$ cat src/rtl/mds_pkg.sv
`timescale 1ns / 1ps
`default_nettype none
// ----------------------------------------------------------------------------
// mds_pkg
// Shared types, sizes and helpers for the multibyte delimiter splitter.
// ----------------------------------------------------------------------------
package mds_pkg;

  localparam int MAX_DELIM  = 8;
  localparam int BYTE_W     = 8;
  localparam int CNT_W      = 32;
  localparam int LEN_W      = 4;
  localparam int DSEL_W     = $clog2(MAX_DELIM);
  localparam int CFG_DATA_W = BYTE_W * MAX_DELIM;
  localparam int CFG_IDX_W  = 1;

  typedef enum logic [CFG_IDX_W-1:0] {
    REG_DELIM_BYTES  = 1'b0,
    REG_DELIM_LENGTH = 1'b1
  } cfg_reg_t;

  typedef struct packed {
    logic [BYTE_W-1:0] data_byte;
    logic              end_of_stream;
  } in_beat_t;

  typedef struct packed {
    logic [CNT_W-1:0] seg_offset;
    logic [CNT_W-1:0] seg_size;
    logic             final_segment;
  } out_beat_t;

  typedef struct packed {
    logic shift;
    logic in_window;
  } cell_ctl_t;

  // saturating add of a small amount to a counter
  function automatic logic [CNT_W-1:0] sat_add(input logic [CNT_W-1:0] a,
                                               input logic [LEN_W:0]   b);
    logic [CNT_W:0] s;
    s = {1'b0, a} + (CNT_W+1)'(b);
    return s[CNT_W] ? {CNT_W{1'b1}} : s[CNT_W-1:0];
  endfunction

endpackage
`default_nettype wire

$ cat src/rtl/mds_cell.sv
`timescale 1ns / 1ps
`default_nettype none
// ----------------------------------------------------------------------------
// mds_cell
// One window slot: holds a byte, passes it on, and compares the byte that
// enters it against its delimiter byte.
// ----------------------------------------------------------------------------
module mds_cell
  import mds_pkg::*;
(
  input  wire logic              clk,
  input  wire cell_ctl_t         ctl,
  input  wire logic [BYTE_W-1:0] byte_in,
  input  wire logic [BYTE_W-1:0] delim_byte,
  input  wire logic              hit_in,
  output logic      [BYTE_W-1:0] byte_out,
  output logic                   hit_out
);

  logic [BYTE_W-1:0] byte_q;

  always_ff @(posedge clk) begin
    if (ctl.shift) begin
      byte_q <= byte_in;
    end
  end

  assign byte_out = byte_q;
  // slots past the delimiter length always agree
  assign hit_out  = hit_in & (!ctl.in_window | (byte_in == delim_byte));

endmodule
`default_nettype wire

$ cat src/rtl/multibyte_delimiter_splitter.sv
`timescale 1ns / 1ps
`default_nettype none
// ----------------------------------------------------------------------------
// multibyte_delimiter_splitter
// Cuts a byte stream at a 1 to 8 byte delimiter and reports each segment as
// an offset and a size.
// ----------------------------------------------------------------------------
// output: a segment beat is registered and valid in the cycle after the byte that closes it
// throughput: one byte per cycle unless a waiting segment beat is held; the
//   compare runs across the cell row in the same cycle the byte enters slot 0
// reset: clears the window, counters and output valid flag; delimiter
//   becomes one zero byte
module multibyte_delimiter_splitter
  import mds_pkg::*;
(
  input  wire logic                  clk,
  input  wire logic                  rst,
  input  wire logic                  in_valid,
  output logic                       in_ready,
  input  wire in_beat_t              in_beat,
  output logic                       out_valid,
  input  wire logic                  out_ready,
  output out_beat_t                  out_beat,
  input  wire logic                  cfg_write,
  input  wire logic [CFG_IDX_W-1:0]  cfg_index,
  input  wire logic [CFG_DATA_W-1:0] cfg_data
);

  logic [CFG_DATA_W-1:0] delim_bytes;
  logic [LEN_W-1:0]      delim_length;
  logic [LEN_W-1:0]      len_eff;

  logic [LEN_W-1:0]      fill;
  logic [CNT_W-1:0]      stream_position;
  logic [CNT_W-1:0]      current_offset;
  logic [CNT_W-1:0]      current_size;

  logic                  accept;
  logic [LEN_W:0]        fill_p1;
  logic                  over;
  logic [LEN_W:0]        shift_cnt;
  logic [LEN_W-1:0]      fill_next;
  logic                  match;
  logic [CNT_W-1:0]      size_shifted;
  logic [CNT_W-1:0]      tail_size;
  logic [CNT_W-1:0]      pos_p1;

  logic [BYTE_W-1:0]     delim_arr [MAX_DELIM];
  logic [BYTE_W-1:0]     cell_byte [MAX_DELIM];
  logic [MAX_DELIM:0]    hit_chain;

  // configuration
  always_ff @(posedge clk) begin
    if (rst) begin
      delim_bytes  <= '0;
      delim_length <= LEN_W'(1);
    end else if (cfg_write) begin
      case (cfg_reg_t'(cfg_index))
        REG_DELIM_BYTES:  delim_bytes  <= cfg_data;
        REG_DELIM_LENGTH: delim_length <= cfg_data[LEN_W-1:0];
        default: ;
      endcase
    end
  end

  always_comb begin
    len_eff = delim_length;
    if (len_eff == '0) begin
      len_eff = LEN_W'(1);
    end
    if (len_eff > LEN_W'(MAX_DELIM)) begin
      len_eff = LEN_W'(MAX_DELIM);
    end
  end

  // cell row: slot 0 takes the new byte, slot i holds the byte i beats old
  assign hit_chain[0] = 1'b1;

  for (genvar i = 0; i < MAX_DELIM; i++) begin : g_cell
    logic [LEN_W-1:0]  didx;
    logic [BYTE_W-1:0] byte_in;
    cell_ctl_t         ctl;

    assign delim_arr[i]  = delim_bytes[i*BYTE_W +: BYTE_W];
    // oldest window byte lines up with the first delimiter byte
    assign didx          = len_eff - LEN_W'(i) - LEN_W'(1);
    assign ctl.shift     = accept;
    assign ctl.in_window = LEN_W'(i) < len_eff;

    if (i == 0) begin : g_head
      assign byte_in = in_beat.data_byte;
    end else begin : g_body
      assign byte_in = cell_byte[i-1];
    end

    mds_cell u_cell (
      .clk        (clk),
      .ctl        (ctl),
      .byte_in    (byte_in),
      .delim_byte (delim_arr[didx[DSEL_W-1:0]]),
      .hit_in     (hit_chain[i]),
      .byte_out   (cell_byte[i]),
      .hit_out    (hit_chain[i+1])
    );
  end

  // window bookkeeping: bytes beyond the length leave and join the segment
  assign accept       = in_valid & in_ready;
  assign in_ready     = !out_valid | out_ready;
  assign fill_p1      = {1'b0, fill} + (LEN_W+1)'(1);
  assign over         = fill_p1 > {1'b0, len_eff};
  assign shift_cnt    = over ? (fill_p1 - {1'b0, len_eff}) : '0;
  assign fill_next    = over ? len_eff : fill_p1[LEN_W-1:0];
  assign match        = (fill_next == len_eff) & hit_chain[MAX_DELIM];
  assign size_shifted = sat_add(current_size, shift_cnt);
  assign tail_size    = sat_add(current_size, fill_p1);
  assign pos_p1       = sat_add(stream_position, (LEN_W+1)'(1));

  always_ff @(posedge clk) begin
    if (rst) begin
      fill            <= '0;
      stream_position <= '0;
      current_offset  <= '0;
      current_size    <= '0;
    end else if (accept) begin
      if (in_beat.end_of_stream) begin
        fill            <= '0;
        stream_position <= '0;
        current_offset  <= '0;
        current_size    <= '0;
      end else if (match) begin
        fill            <= '0;
        stream_position <= pos_p1;
        current_offset  <= pos_p1;
        current_size    <= '0;
      end else begin
        fill            <= fill_next;
        stream_position <= pos_p1;
        current_size    <= size_shifted;
      end
    end
  end

  // output register
  always_ff @(posedge clk) begin
    if (rst) begin
      out_valid <= 1'b0;
    end else if (accept & (match | in_beat.end_of_stream)) begin
      out_valid <= 1'b1;
    end else if (out_ready) begin
      out_valid <= 1'b0;
    end
  end

  always_ff @(posedge clk) begin
    if (accept & (match | in_beat.end_of_stream)) begin
      out_beat.seg_offset    <= current_offset;
      out_beat.seg_size      <= match ? size_shifted : tail_size;
      out_beat.final_segment <= in_beat.end_of_stream;
    end
  end

endmodule
`default_nettype wire

$ cat config.mk
export PLATFORM = sky130hd
export DESIGN_NAME = multibyte_delimiter_splitter
export DESIGN_NICKNAME = d
export VERILOG_FILES = /design/src/rtl/mds_pkg.sv /design/src/rtl/mds_cell.sv /design/src/rtl/multibyte_delimiter_splitter.sv
export SDC_FILE = /design/constraint.sdc
export NUM_CORES = 1
export LEC_CHECK = 0
export BUFFER_PORTS_ARGS = -buffer_cell sky130_fd_sc_hd__buf_2
export CAP_MARGIN = 20
export CORE_UTILIZATION = 60
export DETAILED_ROUTE_END_ITERATION = 7
export PLACE_DENSITY = 0.82
export SLEW_MARGIN = 20
export SYNTH_ARGS = -nofsm -noshare
export SYNTH_HDL_FRONTEND = slang
export SYNTH_SLANG_ARGS = --single-unit
$ cat constraint.sdc
create_clock -name clk -period 14.1 [get_ports clk]
set_input_delay 1.41 -clock clk [delete_from_list [all_inputs] [get_ports clk]]
set_output_delay 1.41 -clock clk [all_outputs]
set_load 0.02 [all_outputs]
; After elaboration in Yosys (flattened, before gate mapping)
; Index checks and enable logic that the tools add are counted.
[op_classes]
magnitude_cmp = 18
muxes = 41
reduce_logical = 15
n_eq_ne = 9
addsub = 19
bitwise_logic = 29
[ops]
columns = op, n
row1 = 32-bit 2-to-1 mux, 9
row2 = 8-bit binary-select mux with 3-bit select, 8
row3 = 8-bit 2-to-1 mux, 16
row4 = 32-bit by 5-bit adder with 33-bit output, 2
row5 = 8-bit equality test, 8
row6 = 32-bit by 1-bit adder with 33-bit output (second input constant), 1
row7 = 4-bit >= comparator (second input constant), 8
row8 = 3-bit NOT with 4-bit output, 8
row9 = 3-bit by 1-bit subtractor with 3-bit output (second input constant), 8
row10 = 4-bit 2-to-1 mux, 5
row11 = 3-bit by 4-bit < comparator with 1-bit output (first input constant), 4
row12 = 3-bit subtractor (second input constant), 4
row13 = 1-bit AND, 10
row14 = 1-bit bitwise OR, 10
row15 = 1-bit zero test, 9
row16 = 1-bit by 4-bit < comparator with 1-bit output (first input constant), 2
row17 = 2-bit by 4-bit < comparator with 1-bit output (first input constant), 2
row18 = 2-bit AND reduction, 3
row19 = 3-bit by 2-bit subtractor with 3-bit output (second input constant), 2
row20 = 4-bit by 1-bit adder with 5-bit output (second input constant), 1
row21 = 5-bit by 4-bit > comparator with 1-bit output, 1
row22 = 5-bit 2-to-1 mux, 1
row23 = 5-bit by 4-bit subtractor with 5-bit output, 1
row24 = 4-bit equality test, 1
row25 = 5 further kinds, 7
[word_totals]
in_bits = 79
regBits = 290
word_cells = 148

; Depth between registers and ports, before layout
[logic_depth]
ltp_word = 23
mapped_depth = 27

; Hierarchy
; From an unflattened synthesis, not the netlist that was laid out.
[unflattened]
hier_cells = 1755
area_unflattened_um2 = 15931.5
[modules_own_cells]
columns = module, area_each_um2, seq_area_each_um2, n_inst, cells_per_inst
row1 = multibyte_delimiter_splitter, 13259.0, 5335.1, 1, 1595
row2 = mds_cell, 334.1, 240.2, 8, 20

; Worst setup path before layout
; Ideal clock, no wire load.
[synth_path]
path_kind = reg2reg
start = register fill[0]
end = register out_beat[32] in the netlist's numbering (data pin)
stages_incl_launch_ff = 24
path_slack_ns = 9.440
t_arrival_ns = 4.399
period_less_slack_ns = 4.660
setup_time_ns = 0.261
path_cell_list = dfxtp_1 ha_1 ha_1 nor2b_1 o21ai_0 nand2b_1 a21oi_1 a41oi_1 nor2_1 nor2_1 ha_1 fa_1 a21oi_1 nor2_1 nor2_1 nor2b_1 o21ai_0 nor2_1 nand3_1 nor2_1 clkbuf_1 a21oi_1 nor2_1 o32a_1
[synth_via]
elab_chain_cells = 6
[synth_rtl]
columns = item, line
row1 = start: declaration, multibyte_delimiter_splitter.sv:33  ; logic [LEN_W-1:0] fill;
row2 = start signal: assignment, multibyte_delimiter_splitter.sv:137  ; fill <= fill_next;
row3 = 4-bit by 1-bit adder with 5-bit output (*), multibyte_delimiter_splitter.sv:110  ; assign fill_p1 = {1'b0, fill} + (LEN_W+1)'(1);
row4 = 5-bit by 4-bit subtractor with 5-bit output or 5-bit by 4-bit > comparator with 1-bit output (tied branches), "multibyte_delimiter_splitter.sv:112, multibyte_delimiter_splitter.sv:111"
row5 = 5-bit 2-to-1 mux or 4-bit 2-to-1 mux (tied branches), "multibyte_delimiter_splitter.sv:112, multibyte_delimiter_splitter.sv:113"
row6 = 32-bit by 5-bit adder with 33-bit output or 4-bit equality test (tied branches), "mds_pkg.sv:42, multibyte_delimiter_splitter.sv:114"
row7 = 32-bit 2-to-1 mux or 1-bit AND (tied branches), "mds_pkg.sv:43, multibyte_delimiter_splitter.sv:114"
row8 = 32-bit 2-to-1 mux (*), multibyte_delimiter_splitter.sv:158  ; out_beat.seg_size <= match ? size_shifted : tail_size;
row9 = end: declaration, multibyte_delimiter_splitter.sv:23  ; output out_beat_t out_beat,
; Mark *: on every way between the ends. The rest lies on a longest branch, timed or not.
; A chain may end at the register's enable or synchronous reset.

; Worst setup path after layout
[layout_path]
start = register delim_length[2]
end = register current_offset[24]
[layout_via]
elab_chain_cells = 22
[layout_rtl]
columns = item, line
row1 = start: declaration, multibyte_delimiter_splitter.sv:30  ; logic [LEN_W-1:0] delim_length;
row2 = start signal: assignment, multibyte_delimiter_splitter.sv:60  ; REG_DELIM_LENGTH: delim_length <= cfg_data[LEN_W-1:0];
row3 = 4-bit zero test, multibyte_delimiter_splitter.sv:68  ; if (len_eff == '0) begin
row4 = 4-bit 2-to-1 mux (*), multibyte_delimiter_splitter.sv:68
row5 = 4-bit > comparator, multibyte_delimiter_splitter.sv:71  ; if (len_eff > LEN_W'(MAX_DELIM)) begin
row6 = 4-bit 2-to-1 mux (*), multibyte_delimiter_splitter.sv:71
row7 = 3-bit by 1-bit subtractor with 3-bit output (2 in series), multibyte_delimiter_splitter.sv:86  ; assign didx = len_eff - LEN_W'(i) - LEN_W'(1);
row8 = 3-bit NOT with 4-bit output (implied by the code), multibyte_delimiter_splitter.sv:100  ; .delim_byte (delim_arr[didx[DSEL_W-1:0]]),
row9 = 8-bit binary-select mux with 3-bit select, multibyte_delimiter_splitter.sv:100
row10 = 8-bit 2-to-1 mux (implied by the code) (2 in series), multibyte_delimiter_splitter.sv:100
row11 = 8-bit equality test, mds_cell.sv:30  ; assign hit_out = hit_in & (!ctl.in_window | (byte_in == delim_byte));
row12 = 1-bit bitwise OR, mds_cell.sv:30
row13 = 1-bit AND (7 in series), mds_cell.sv:30
row14 = 1-bit AND (*), multibyte_delimiter_splitter.sv:114  ; assign match = (fill_next == len_eff) & hit_chain[MAX_DELIM];
row15 = 2-bit nonzero test (no line) (*), n/a
row16 = 2-bit AND reduction (no line) (*), n/a
row17 = end signal: assignment, multibyte_delimiter_splitter.sv:134  ; current_offset <= pos_p1;
row18 = end: declaration, multibyte_delimiter_splitter.sv:35  ; logic [CNT_W-1:0] current_offset;
; Mark *: on every way between the ends. The rest lies on a longest branch, timed or not. The select of a mux whose other input is x is not followed.

==> metrics list <==
- Buffers inserted during clock tree synthesis total 29.
- In the routed design, unresolved DRC markers number 1.
- HP Start: current_offset[9]
* Count of buffers added by post-CTS timing repair for setup: 0
- Cell leakage power: 6.73 nW
- Clock-pin slew on the worst setup and hold paths: 0.06 ns
- Nets@finish: 2,033
* Via count of the first global-routing pass: 13,400
* Total GRT Usage: 33.0%
- Setup repair after global routing missed its margin: no
- After global routing the overflow that remains totals 0.
* Area taken by flip-flops and latches: 7020 um2
- Summing every instance area after synthesis gives 16,800 um2.
- Final setup fails: 0
- For this run, the share of the core covered by cells in the final layout is 67.6%.
* Pin slew with the least headroom to its limit: 1.05 ns
- Multi-input gate area in the final layout: 8980 um2
* Number of cells in the design after placement: 2,274
* Filler instances: 2,166
- Worst min-delay path category: flop to flop
- Setup WS pre-CTS: 7.01 ns
- Delay-heaviest family, CP: buffers and inverters
- Max_slew headroom: 30.1%
- Data arrives at the worst endpoint at 7.28 ns.
* TritonCTS clock tree: yes
* Initial antenna violation count: 0
* Nets in the synthesized netlist: 1,977
- Setup clock skew after layout: 0.0158 ns
* Number of nets with antenna violations after detailed routing: 0
- Once layout is complete, the cells apart from fillers number 2,325.
- Drt first-iter violations: 2,178
- Proportion of layout cells with a drive suffix above 1: 13.8%
* Die Area: 28,700 um2
- Yosys mapped a number of flops with a built-in enable equal to 121.
- Counting flops with an async set or reset pin after synthesis yields a share of 0%.
- The floorplan step set the die width to 169 um.
- Together, buffers and inverters on the worst path number 6.
- The checks that failed: design-rule violations.
- Total number of placement rows: 60
* Estimated wirelength of the detail-placed design: 34,000 um
- In the routed layout, each cell is associated on average with a via count of 6.52.
* Pre-Repair DR Iteration Count: 8
- Cell-by-cell listing of the critical path: buf_4 -> o21bai_4 -> nand2_2 -> ha_1 -> buf_4 -> inv_2 -> nand4_1 -> nand4_1 -> xor2_1 -> nand4_1 -> nor4_1 -> nand4_1 -> a221o_2 -> buf_4 -> nand2_2 -> nand2_4 -> clkinv_2 -> buf_4 -> nor2_1 -> a22o_1
- Post-cts repair resize count: 0
- Total number of yosys warnings: 0
* Core Area: 27,300 um2
- In this run the clock root is driven by a sky130_fd_sc_hd__clkbuf_16.
- Clk sink count: 290
* Fin crit period: 6.81 ns
- Each instance of the synthesized netlist takes up on average 8.96 um2.
- The number of antenna diodes in the final layout is 0.
- After synthesis, the netlist uses 91 different library cells.
* Setup TNS: 0 ns
* Number of max-slew violations in the final report: 0
- Hold Buf Count CTS: 0
- Crit start category: flop
- Static timing analysis puts the maximum clock frequency at 0.147 GHz.
- In the layout the commonest cells are 246 x sky130_fd_sc_hd__nand2_1, 181 x sky130_fd_sc_hd__a21oi_1, 166 x sky130_fd_sc_hd__dfxtp_1.
- Synthesis produced 1,877 cells.
- At the worst endpoint, the required time is 14.57 ns.
- The area growth from synthesis to layout is 9.52%.
- Average routed wire per standard cell: 20.7 um
- Summing over every cut layer, the via total after detailed routing is 15,200.
- Chip height: 169 um
- Top fanout value on the critical path: 64
- Dividing total power by cell area gives a power density of 112 nW/um2.
* Top-Level Pins: 146
* Cell type of the slowest stage on the worst timing path: sky130_fd_sc_hd__o21bai_4
- Entering global routing, the biggest net connects 87 pins.
- For this configuration, the core starts out at a cell density of 61.7%.
- Fin worst setup slack: 7.29 ns
* Max-cap check violation count: 0
- The worst setup path is of the flop to flop kind.
- Status: complete, but fails checks
- Peak supply drop: 0.103 mV
- Global-route wire length before repair: 74,500 um
- Reg2reg start: delim_length[2]
* Gp weighted congestion: 0.981
* Most common library cell in the layout ignoring fill and taps: sky130_fd_sc_hd__nand2_1
- Overall routed net length: 48,100 um
- CTS built an H-tree with a depth of 1.
* Main flop type after synthesis: sky130_fd_sc_hd__dfxtp_1
- Clock Tree Buf Depth: 3
* Final hold violation count: 0
- The worst setup path is captured at a flop.
- The clock reaches the later pin of the worst-skew pair after 0.58 ns.
- Sequential-to-total area share from yosys stat: 41.7%
- The critical path starts at delim_length[2].
* Share of the clock period used by the worst path after layout: 48.3%
- In this run, synthesis produced a sequential element count of 290.
* Port buffer count: 145
* Critical path's largest stage delay: 0.72 ns
[area by class of cell]
class	instances	share of cell area [%]
tap	372	2.53
timing repair buffer	161	4.61
clock inverter	11	0.808
multi-input combinational	1417	48.7
clock buffer	40	4.45
inverter	34	0.754
sequential	290	38.1
[kinds of logic (layout without fill, tap and decap cells)]
logic type | after synthesis | in the layout | share of synthesized area [%]
flip-flops | 290 | 290 | 41.7
XOR/XNOR | 108 | 108 | 5.96
AND/OR/NAND/NOR | 722 | 722 | 20.6
buffers and inverters | 170 | 246 | 4.96
adder cells (fa/ha/maj) | 21 | 21 | 1.70
multiplexers | 104 | 104 | 7.97
AO/OA/AOI/OAI | 462 | 462 | 17.1
[metal layers]
layer  track usage [%]  wire (um)  vias to the layer above  part of all wire [%]
met3              9.42       6450                       67                    13
met1              50.2      20700                     7192                    43
met2              45.9      20000                      894                    42
met4              7.09        865                        2                   1.8
met5              2.26         58                        -                  0.12
li1                  -          -                     7003                     -
[synth_stat cells (29+ instances only)]
cell                         n  area [um2]
sky130_fd_sc_hd__xnor2_1    36         315
sky130_fd_sc_hd__nand4_1    98         613
sky130_fd_sc_hd__mux2i_1    70         701
sky130_fd_sc_hd__inv_1      29         109
sky130_fd_sc_hd__o21ai_0   104         521
sky130_fd_sc_hd__nor2_1    145         544
sky130_fd_sc_hd__edfxtp_1  121        3630
sky130_fd_sc_hd__a21oi_1   181         906
sky130_fd_sc_hd__and2_1     40         250
sky130_fd_sc_hd__nand3_1    86         430
sky130_fd_sc_hd__xor2_1     69         604
sky130_fd_sc_hd__clkbuf_1   75         282
sky130_fd_sc_hd__nand2_1   246         923
sky130_fd_sc_hd__dfxtp_1   169        3380
sky130_fd_sc_hd__a211oi_1   30         225
[sequential cells by signal, indices dropped and copies added (netlist names)]
name and cells:
out_beat 65, delim_length 4, current_size 32, out_valid 1
fill 4, current_offset 32, delim_bytes 64, g_cell.u_cell.byte_out 56
stream_position 32
[worst reg2reg max path: cells and delay by family (launching register included)]
family          cells  cell delay [ns]
buf+inv             6             2.57
simple gates        9             1.85
compound gates      3             1.41
fa+ha+maj           1             0.32
flops               1             0.31
xor+xnor            1             0.23
[stage by stage]
| stage | total power (W) | hold slack (ns) | instance area, um2 |
|---|---|---|---|
| finish | 0.00207 | 0.433 | 18400 |
| global route | 0.00213 | 0.446 | 18400 |
| CTS | 0.00207 | 0.435 | 18400 |
| detailed placement | 0.00129 | 0.415 | 17500 |
| global placement | 0.00128 | 0.413 | 17500 |
| floorplan | 0.00120 | 0.408 | 16800 |
[final timing paths]
path / to / slack, ns / cells after the start
max: current_offset[24] / 7.29 / 20
max reg2reg: current_offset[24] / 7.29 / 20
min: out_beat[42] / 0.43 / 0
min reg2reg: out_beat[42] / 0.43 / 0
[report_power, final]
part,internal (W),switching [W],leakage (nW)
sequential,0.000919,0.0000411,2.56
clock,0.000461,0.000328,0.483
combinational,0.000118,0.000201,3.69
total,0.00150,0.000571,6.73
Power figures use the tool's default switching activity.
